[src/hdl/wtb_pkg.sv]
package wtb_pkg;

  // field widths of the streams and registers
  localparam int unsigned CoordW = 12;
  localparam int unsigned DimW   = 13;
  localparam int unsigned PosW   = 15;
  localparam int unsigned IdxW   = 6;
  localparam int unsigned AddrW  = 24;

  // register indexes on the configuration port
  localparam logic [1:0] REG_SCALE_LEVELS  = 2'd0;
  localparam logic [1:0] REG_IMAGE_COLUMNS = 2'd1;
  localparam logic [1:0] REG_IMAGE_ROWS    = 2'd2;

  // detail subband order within one row and column position
  localparam logic [1:0] SUB_LL = 2'd0;
  localparam logic [1:0] SUB_LR = 2'd1;
  localparam logic [1:0] SUB_UR = 2'd2;

  // sequencer phases
  typedef enum logic [1:0] {
    PH_IDLE,
    PH_COARSE,
    PH_DETAIL
  } phase_e;

  // one address pair before the row multiply
  typedef struct packed {
    logic [PosW-1:0] row;
    logic [PosW-1:0] col;
    logic [IdxW-1:0] idx;
    logic            last;
  } pair_t;

endpackage

[src/hdl/wtb_seq.sv]
module wtb_seq
  import wtb_pkg::*;
(
  input  logic              clk_i,
  input  logic              rst_ni,
  input  logic              in_valid_i,
  output logic              in_ready_o,
  input  logic [CoordW-1:0] in_x_i,
  input  logic [CoordW-1:0] in_y_i,
  input  logic [1:0]        sc_i,
  input  logic [DimW-1:0]   bx_i,
  input  logic [DimW-1:0]   by_i,
  output logic              pair_valid_o,
  output pair_t             pair_o,
  input  logic              pair_ready_i
);

  // one-item input buffer
  logic              buf_valid_q, buf_valid_d;
  logic [CoordW-1:0] buf_x_q, buf_y_q;

  // walk state
  phase_e            phase_q, phase_d;
  logic [CoordW-1:0] lx_q, lx_d, ly_q, ly_d;
  logic [1:0]        lvl_q, lvl_d, row_q, row_d, col_q, col_d, sub_q, sub_d;

  // pair stage register
  logic              a_valid_q, a_valid_d;
  pair_t             a_pair_q, a_pair_d;

  logic              adv, load, in_acc;
  logic [1:0]        size_m1, sc_m1;
  logic [PosW-1:0]   x0, y0, bw, bh;
  pair_t             cur;

  // the buffer also takes an item in the cycle it hands its own to the walk
  assign in_ready_o   = !buf_valid_q || load;
  assign in_acc       = in_valid_i && in_ready_o;
  assign adv          = !a_valid_q || pair_ready_i;
  assign pair_valid_o = a_valid_q;
  assign pair_o       = a_pair_q;

  // level geometry
  assign size_m1 = 2'((3'd1 << lvl_q) - 3'd1);
  assign sc_m1   = sc_i - 2'd1;
  assign x0      = PosW'(lx_q) << lvl_q;
  assign y0      = PosW'(ly_q) << lvl_q;
  assign bw      = PosW'(bx_i) << lvl_q;
  assign bh      = PosW'(by_i) << lvl_q;

  // current pair from the walk position
  always_comb begin
    cur = '0;
    unique case (phase_q)
      PH_COARSE: begin
        cur.row  = PosW'(ly_q);
        cur.col  = PosW'(lx_q);
        cur.idx  = '0;
        cur.last = (sc_i == 2'd0);
      end
      PH_DETAIL: begin
        cur.row  = (sub_q == SUB_UR) ? (y0 + PosW'(row_q)) : (y0 + bh + PosW'(row_q));
        cur.col  = (sub_q == SUB_LL) ? (x0 + PosW'(col_q)) : (x0 + bw + PosW'(col_q));
        cur.idx  = IdxW'((IdxW'(sub_q) + IdxW'(1)) << {lvl_q, 1'b0})
                 + IdxW'(IdxW'(row_q) << lvl_q) + IdxW'(col_q);
        cur.last = (lvl_q == sc_m1) && (row_q == size_m1) && (col_q == size_m1)
                 && (sub_q == SUB_UR);
      end
      default: cur = '0;
    endcase
  end

  assign load = buf_valid_q && ((phase_q == PH_IDLE) || (adv && cur.last));

  // next walk state
  always_comb begin
    phase_d = phase_q;
    lx_d    = lx_q;
    ly_d    = ly_q;
    lvl_d   = lvl_q;
    row_d   = row_q;
    col_d   = col_q;
    sub_d   = sub_q;
    if (load) begin
      phase_d = PH_COARSE;
      lx_d    = buf_x_q;
      ly_d    = buf_y_q;
      lvl_d   = '0;
      row_d   = '0;
      col_d   = '0;
      sub_d   = SUB_LL;
    end else if (adv) begin
      unique case (phase_q)
        PH_IDLE: phase_d = PH_IDLE;
        PH_COARSE: begin
          phase_d = cur.last ? PH_IDLE : PH_DETAIL;
          lvl_d   = '0;
          row_d   = '0;
          col_d   = '0;
          sub_d   = SUB_LL;
        end
        PH_DETAIL: begin
          if (cur.last) begin
            phase_d = PH_IDLE;
          end else if (sub_q != SUB_UR) begin
            sub_d = sub_q + 2'd1;
          end else begin
            sub_d = SUB_LL;
            if (col_q != size_m1) begin
              col_d = col_q + 2'd1;
            end else begin
              col_d = '0;
              if (row_q != size_m1) begin
                row_d = row_q + 2'd1;
              end else begin
                row_d = '0;
                lvl_d = lvl_q + 2'd1;
              end
            end
          end
        end
        default: phase_d = PH_IDLE;
      endcase
    end
  end

  // buffer and pair stage next values
  always_comb begin
    buf_valid_d = (buf_valid_q && !load) || in_acc;
    a_valid_d   = a_valid_q;
    a_pair_d    = a_pair_q;
    if (adv) begin
      a_valid_d = (phase_q != PH_IDLE);
      a_pair_d  = cur;
    end
  end

  // control registers
  always_ff @(posedge clk_i or negedge rst_ni) begin
    if (!rst_ni) begin
      buf_valid_q <= 1'b0;
      phase_q     <= PH_IDLE;
      a_valid_q   <= 1'b0;
      lvl_q       <= '0;
      row_q       <= '0;
      col_q       <= '0;
      sub_q       <= SUB_LL;
    end else begin
      buf_valid_q <= buf_valid_d;
      phase_q     <= phase_d;
      a_valid_q   <= a_valid_d;
      lvl_q       <= lvl_d;
      row_q       <= row_d;
      col_q       <= col_d;
      sub_q       <= sub_d;
    end
  end

  // payload registers
  always_ff @(posedge clk_i) begin
    if (in_acc) begin
      buf_x_q <= in_x_i;
      buf_y_q <= in_y_i;
    end
    lx_q     <= lx_d;
    ly_q     <= ly_d;
    a_pair_q <= a_pair_d;
  end

endmodule

[src/hdl/wtb_addr.sv]
module wtb_addr
  import wtb_pkg::*;
(
  input  logic             clk_i,
  input  logic             rst_ni,
  input  logic             pair_valid_i,
  input  pair_t            pair_i,
  output logic             pair_ready_o,
  input  logic [DimW-1:0]  cols_i,
  output logic             out_valid_o,
  output logic [IdxW-1:0]  out_idx_o,
  output logic [AddrW-1:0] out_addr_o,
  output logic             out_last_o,
  input  logic             out_ready_i
);

  localparam int unsigned ProdW = DimW + PosW;

  logic             out_valid_q, out_valid_d;
  logic [IdxW-1:0]  idx_q;
  logic [AddrW-1:0] addr_q;
  logic             last_q;
  logic [ProdW-1:0] lin;

  assign pair_ready_o = !out_valid_q || out_ready_i;

  // row times columns plus column, wrapped to the address width
  assign lin = ProdW'(cols_i) * ProdW'(pair_i.row) + ProdW'(pair_i.col);

  assign out_valid_d = pair_ready_o ? pair_valid_i : out_valid_q;

  always_ff @(posedge clk_i or negedge rst_ni) begin
    if (!rst_ni) begin
      out_valid_q <= 1'b0;
    end else begin
      out_valid_q <= out_valid_d;
    end
  end

  // result register
  always_ff @(posedge clk_i) begin
    if (pair_ready_o) begin
      idx_q  <= pair_i.idx;
      addr_q <= lin[AddrW-1:0];
      last_q <= pair_i.last;
    end
  end

  assign out_valid_o = out_valid_q;
  assign out_idx_o   = idx_q;
  assign out_addr_o  = addr_q;
  assign out_last_o  = last_q;

endmodule

[src/hdl/wavelet_tree_block_address_gen_top.sv]
// Wavelet tree gather address generator.
// Slave stream: one item per tree, tdata holds block_x and block_y, the block
// coordinate in the coarsest band. Master stream: the address pairs that
// gather that tree, tree_index and image_address in tdata, tlast on the final
// pair. The first pair is the coarse coefficient, then the detail pairs level
// by level, row, column, and lower left, lower right, upper right subband.
// An item gives 4^levels pairs (1, 4, 16 or 64); the walk sequencer emits
// one pair per cycle while the receiver does not stall, and blocks follow
// one another with no gap when the next item waits in the buffer.
// Items run through the input buffer, walk state, pair stage and multiply stage.
// A one-item input buffer takes the next coordinate while a block is still
// running or a result waits to be taken.
// APB registers: scale_levels at 0x0, image_columns at 0x4, image_rows at 0x8;
// the user must write them only while the block is idle; the block does not enforce it.
// Reset empties the buffer and the pipeline and sets 3 levels, 512 by 512.
// When the receiver stalls, the result register holds its pair and the
// walk waits; nothing is dropped.
module wavelet_tree_block_address_gen_top
  import wtb_pkg::*;
#(
  parameter int unsigned MAX_SCALES  = 3,
  parameter int unsigned MAX_COLUMNS = 4096
) (
  input  logic        clk_i,
  input  logic        rst_ni,
  input  logic        s_axis_tvalid,
  output logic        s_axis_tready,
  input  logic [23:0] s_axis_tdata,  // block_x [11:0], block_y [23:12]
  output logic        m_axis_tvalid,
  input  logic        m_axis_tready,
  output logic [31:0] m_axis_tdata,  // tree_index [5:0], image_address [29:6], zero [31:30]
  output logic        m_axis_tlast,  // last_pair
  input  logic        psel,
  input  logic        penable,
  input  logic        pwrite,
  input  logic [3:0]  paddr,
  input  logic [31:0] pwdata,
  output logic [31:0] prdata,
  output logic        pready
);

  logic [1:0]       scale_q, scale_d;
  logic [DimW-1:0]  cols_q, cols_d, rows_q, rows_d;
  logic [1:0]       reg_idx;
  logic             wr_en;
  logic [1:0]       sc;
  logic [DimW-1:0]  cols_sat, bx, by;
  logic             pair_valid, pair_ready;
  pair_t            pair;
  logic [IdxW-1:0]  out_idx;
  logic [AddrW-1:0] out_addr;

  assign pready  = 1'b1;
  assign reg_idx = paddr[3:2];
  assign wr_en   = psel && penable && pwrite;

  // register writes
  always_comb begin
    scale_d = scale_q;
    cols_d  = cols_q;
    rows_d  = rows_q;
    if (wr_en) begin
      unique case (reg_idx)
        REG_SCALE_LEVELS:  scale_d = pwdata[1:0];
        REG_IMAGE_COLUMNS: cols_d  = pwdata[DimW-1:0];
        REG_IMAGE_ROWS:    rows_d  = pwdata[DimW-1:0];
        default:           ;
      endcase
    end
  end

  // register reads
  always_comb begin
    unique case (reg_idx)
      REG_SCALE_LEVELS:  prdata = 32'(scale_q);
      REG_IMAGE_COLUMNS: prdata = 32'(cols_q);
      REG_IMAGE_ROWS:    prdata = 32'(rows_q);
      default:           prdata = '0;
    endcase
  end

  always_ff @(posedge clk_i or negedge rst_ni) begin
    if (!rst_ni) begin
      scale_q <= 2'd3;
      cols_q  <= 13'd512;
      rows_q  <= 13'd512;
    end else begin
      scale_q <= scale_d;
      cols_q  <= cols_d;
      rows_q  <= rows_d;
    end
  end

  // saturated geometry and coarse band size
  assign sc       = (32'(scale_q) > MAX_SCALES) ? 2'(MAX_SCALES) : scale_q;
  assign cols_sat = (32'(cols_q) > MAX_COLUMNS) ? DimW'(MAX_COLUMNS) : cols_q;
  assign bx       = cols_sat >> sc;
  assign by       = rows_q >> sc;

  wtb_seq u_seq (
    .clk_i        (clk_i),
    .rst_ni       (rst_ni),
    .in_valid_i   (s_axis_tvalid),
    .in_ready_o   (s_axis_tready),
    .in_x_i       (s_axis_tdata[11:0]),
    .in_y_i       (s_axis_tdata[23:12]),
    .sc_i         (sc),
    .bx_i         (bx),
    .by_i         (by),
    .pair_valid_o (pair_valid),
    .pair_o       (pair),
    .pair_ready_i (pair_ready)
  );

  wtb_addr u_addr (
    .clk_i        (clk_i),
    .rst_ni       (rst_ni),
    .pair_valid_i (pair_valid),
    .pair_i       (pair),
    .pair_ready_o (pair_ready),
    .cols_i       (cols_sat),
    .out_valid_o  (m_axis_tvalid),
    .out_idx_o    (out_idx),
    .out_addr_o   (out_addr),
    .out_last_o   (m_axis_tlast),
    .out_ready_i  (m_axis_tready)
  );

  assign m_axis_tdata = {2'b00, out_addr, out_idx};

endmodule

[config.mk]
export PLATFORM = sky130hd
export DESIGN_NAME = wavelet_tree_block_address_gen_top
export DESIGN_NICKNAME = d
export VERILOG_FILES = /design/src/hdl/wtb_pkg.sv /design/src/hdl/wtb_seq.sv /design/src/hdl/wtb_addr.sv /design/src/hdl/wavelet_tree_block_address_gen_top.sv
export SDC_FILE = /design/constraint.sdc
export NUM_CORES = 1
export LEC_CHECK = 0
export BUFFER_PORTS_ARGS = -buffer_cell sky130_fd_sc_hd__buf_2
export CAP_MARGIN = 10
export CORE_UTILIZATION = 46
export DETAILED_ROUTE_END_ITERATION = 7
export SYNTH_ARGS = -nofsm -noshare
export SYNTH_HDL_FRONTEND = slang
export SYNTH_HIERARCHICAL = 1
export SYNTH_SLANG_ARGS = --single-unit
[constraint.sdc]
create_clock -name clk_i -period 9.21 [get_ports clk_i]
set_clock_uncertainty 0.15 [all_clocks]
set_input_delay 0.4605 -clock clk_i [delete_from_list [all_inputs] [get_ports clk_i]]
set_output_delay 0.4605 -clock clk_i [all_outputs]
set_load 0.01 [all_outputs]
==> impl_metrics.json <==
{
  "status": "finished clean",
  "period_share_pct": 77.7,
  "ys_types": 90,
  "die_area_sq_um": 39000,
  "clk_latency_ns": 0.45,
  "fin_util_pct": 50.2,
  "reg2reg_depth": 19,
  "finalCriticalPeriod_ns": 7.15,
  "post_cts_buffers": 0,
  "yosys_register_bits": 157,
  "synth-seq-area-share_pct": 25.7,
  "port_buffers": 91,
  "clk_pin_slew_ns": 0.07,
  "numCtsBuffers": 17,
  "slew_viol_final": 0,
  "post_drt_wl_per_cell_um": 17.6,
  "setup_violations": 0,
  "drive_gt1_share_pct": 13.1,
  "max_slew_margin_pct": 24.0,
  "clk_path_buf_depth": 2,
  "fmax_mhz": 140,
  "final_common_cell": "inv_1",
  "grt_pass1_vias": 12900,
  "drc": 0,
  "cp-start-kind": "register",
  "power.density_nw_per_um2": 348,
  "ys_async_sr_fraction_pct": 26.1,
  "cts_root_buffer": "clkbuf_16",
  "hp-class": "primary input to asynchronous set/reset pin",
  "worst-r2r-setup-slack_ns": 2.06,
  "cts_resized": 0,
  "grt_pass1_wl_mm": 67.1,
  "leakage_nw": 8.45,
  "grt_overflow": 0,
  "fillers": 3543,
  "vias": 12600,
  "multi_input_area_sq_um": 11800,
  "synth_top_flop_cell": "edfxtp_1",
  "antenna_found_initial": 0,
  "p_int_mw": 3.38,
  "final_nets": 2166,
  "netSwitchingFraction_pct": 48.6,
  "ir_drop_mv": 0.213,
  "die_y_um": 198,
  "rsz0062_at_grt": "false",
  "endpoint": "u_addr/out_addr_o[23]$_DFFE_PP_",
  "synthToLayoutAreaGrowth_pct": 7.51,
  "drv_cap": 0,
  "worstReg2RegStart": "cols_q[12]$_DFFE_PN0P_",
  "final_area_sq_um": 18900,
  "postRouteAntennaNets": 0,
  "final_cell_mix": "inv_1 (232), nand2_1 (165), fa_1 (160)",
  "reg2reg_to": "u_addr/out_addr_o[23]$_DFFE_PP_",
  "syn_inst": 1755,
  "worstPathArrival_ns": 7.20,
  "h-tree-depth": 4,
  "worstSetupStartpoint": "cols_q[12]$_DFFE_PN0P_",
  "dr.pass1.iters": 5,
  "placed_area_sq_um": 18400,
  "gp_congestion": 0.909,
  "die_width_um": 198,
  "pin_count": 135,
  "cts_tree": "done",
  "coreArea_sq_um": 37700,
  "dp_slack_ns": 2.18,
  "wl_mm": 40.9,
  "endpoint_kind": "register",
  "synth_top_cell_by_area": "edfxtp_1",
  "p_switching_mw": 3.20,
  "synthTopCellsByArea": "edfxtp_1 (20%), fa_1 (18%), ha_1 (10%), dfrtp_1 (5.3%), inv_1 (5.0%)",
  "grt_max_degree": 56,
  "tightest_slew_ns": 1.14,
  "setup_ws_ns": 2.06,
  "cp_max_fo": 30,
  "yosysWarnings": 6,
  "yosysTopAreaCellShare_pct": 19.8,
  "start_util_pct": 46.7,
  "combPwrFrac_pct": 66.8,
  "syn-cell-area_sq_um": 17600,
  "timing_hold_violations_final": 0,
  "drt_iter0_drc": 808,
  "regArea_sq_um": 4520,
  "diodes": 0,
  "rows": 71,
  "cts_sinks": 157,
  "holdWs_ns": 0.0332,
  "grt_usage_pct": 22.0,
  "hold_buffers": 0,
  "pwr-share-clk_pct": 10.4,
  "seq_power_share_pct": 22.8,
  "hpwl_mm": 31.8,
  "finalSetupTns_ns": 0,
  "synth_edf_count": 116,
  "worst-setup-path-type": "register to register",
  "cp.required_ns": 9.26,
  "viasPerCell": 5.43,
  "syn_avg_cell_area_sq_um": 10.0
}
cell families (layout without fill, tap and decap cells):
kind of cell / after synthesis / count (layout) / share of synthesized area [%]
xor+xnor: 72 / 72 / 3.58
other cells: 3 / 23 / 0.0640
compound gates: 294 / 294 / 11.5
mux: 107 / 107 / 8.70
flops: 157 / 157 / 25.7
fa+ha+maj: 302 / 302 / 28.3
buf+inv: 337 / 372 / 8.00
simple gates: 483 / 483 / 14.2
sequential cells by signal, indices dropped and copies added, names as in the netlist, 6 cells and up:
signal,count
u_seq/lx_q,12
rows_q,13
u_addr/out_addr_o,24
u_seq/ly_q,12
u_addr/out_idx_o,6
cols_q,13
u_seq/buf_y_q,12
u_seq/buf_x_q,12
u_seq/pair_o,37
synth_stat cells (16+ instances only):
cell type    n
nor2_1      59
mux4_2      30
a21oi_1     68
fa_1       160
mux2_2      27
nand3_1     24
dfrtp_1     37
a22o_1      16
inv_1      232
buf_4       27
ha_1       142
nand2_1    165
buf_2       21
and2_1     108
xor2_1      26
a211oi_1    22
a21o_1      20
nor3_1      20
edfxtp_1   116
clkbuf_1    50
o21ai_0     38
nor2b_1     36
mux2i_1     40
xnor2_1     46
through the flow:
stage | total power, mW | cells
4_1_cts | 6.62 | 2321
6_report | 6.58 | 2321
2_1_floorplan | 4.79 | 1775
5_1_grt | 7.25 | 2321
3_5_place_dp | 5.89 | 2289
3_3_place_gp | 5.82 | 2289
final cells by class:
type / count / area share (%)
Clock buffer: 18 / 2.27
Multi-Input combinational cell: 1281 / 62.1
Sequential cell: 157 / 23.9
Timing Repair Buffer: 105 / 2.96
Inverter: 235 / 4.66
Clock inverter: 14 / 0.681
Tap cell: 511 / 3.38
how the worst min path moves through the flow:
| stage | startpoint | endpoint | slack (ns) | cells past startpoint |
|---|---|---|---|---|
| final | rst_ni | u_seq/phase_q[0]$_DFFE_PN0P_ | 0.03 | 1 |
| after global routing | s_axis_tdata[12] | u_seq/buf_y_q[0]$_DFFE_PP_ | 0.005 | 1 |
| after CTS | s_axis_tdata[15] | u_seq/buf_y_q[3]$_DFFE_PP_ | 0.004 | 1 |
| after detailed placement | u_seq/buf_x_q[10]$_DFFE_PP_ | u_seq/lx_q[10]$_DFFE_PP_ | 0.25 | 0 |
| after global placement | u_seq/buf_y_q[4]$_DFFE_PP_ | u_seq/ly_q[4]$_DFFE_PP_ | 0.25 | 0 |
| after floorplan | rst_ni | cols_q[0]$_DFFE_PN0P_ | 0.01 | 0 |
worst max-delay path: stages, from the launching register on:
cell      delay (ns)
dfrtp_1         0.43
buf_4           0.26
nor2b_1         0.89
nand2_1         0.22
fa_1            0.58
inv_1           0.06
fa_1            0.52
inv_1           0.05
fa_1            0.47
fa_1            0.52
fa_1            0.55
inv_1           0.05
fa_1            0.45
ha_1            0.40
and4_1          0.26
and2_2          0.23
a32oi_1         0.36
a211o_1         0.20
o211ai_2        0.09
xnor2_1         0.14
power by group through the flow:
stage | sequential, mW | clock [mW] | combinational [mW]
after global routing | 1.54 | 0.729 | 4.98
after detailed placement | 1.51 | 0 | 4.38
final | 1.50 | 0.687 | 4.39
after floorplan | 1.35 | 0 | 3.45
after CTS | 1.50 | 0.707 | 4.42
after global placement | 1.50 | 0 | 4.31
per-layer routing:
layer | track usage, % | up-vias | part of all wire (%)
met4 | 7.49 | 0 | 2.2
li1 | - | 6041 | -
met1 | 29.4 | 6236 | 46
met5 | 0 | - | 0
met3 | 3.07 | 46 | 3.6
met2 | 36.5 | 281 | 48
(Power assumes the default switching activity.)
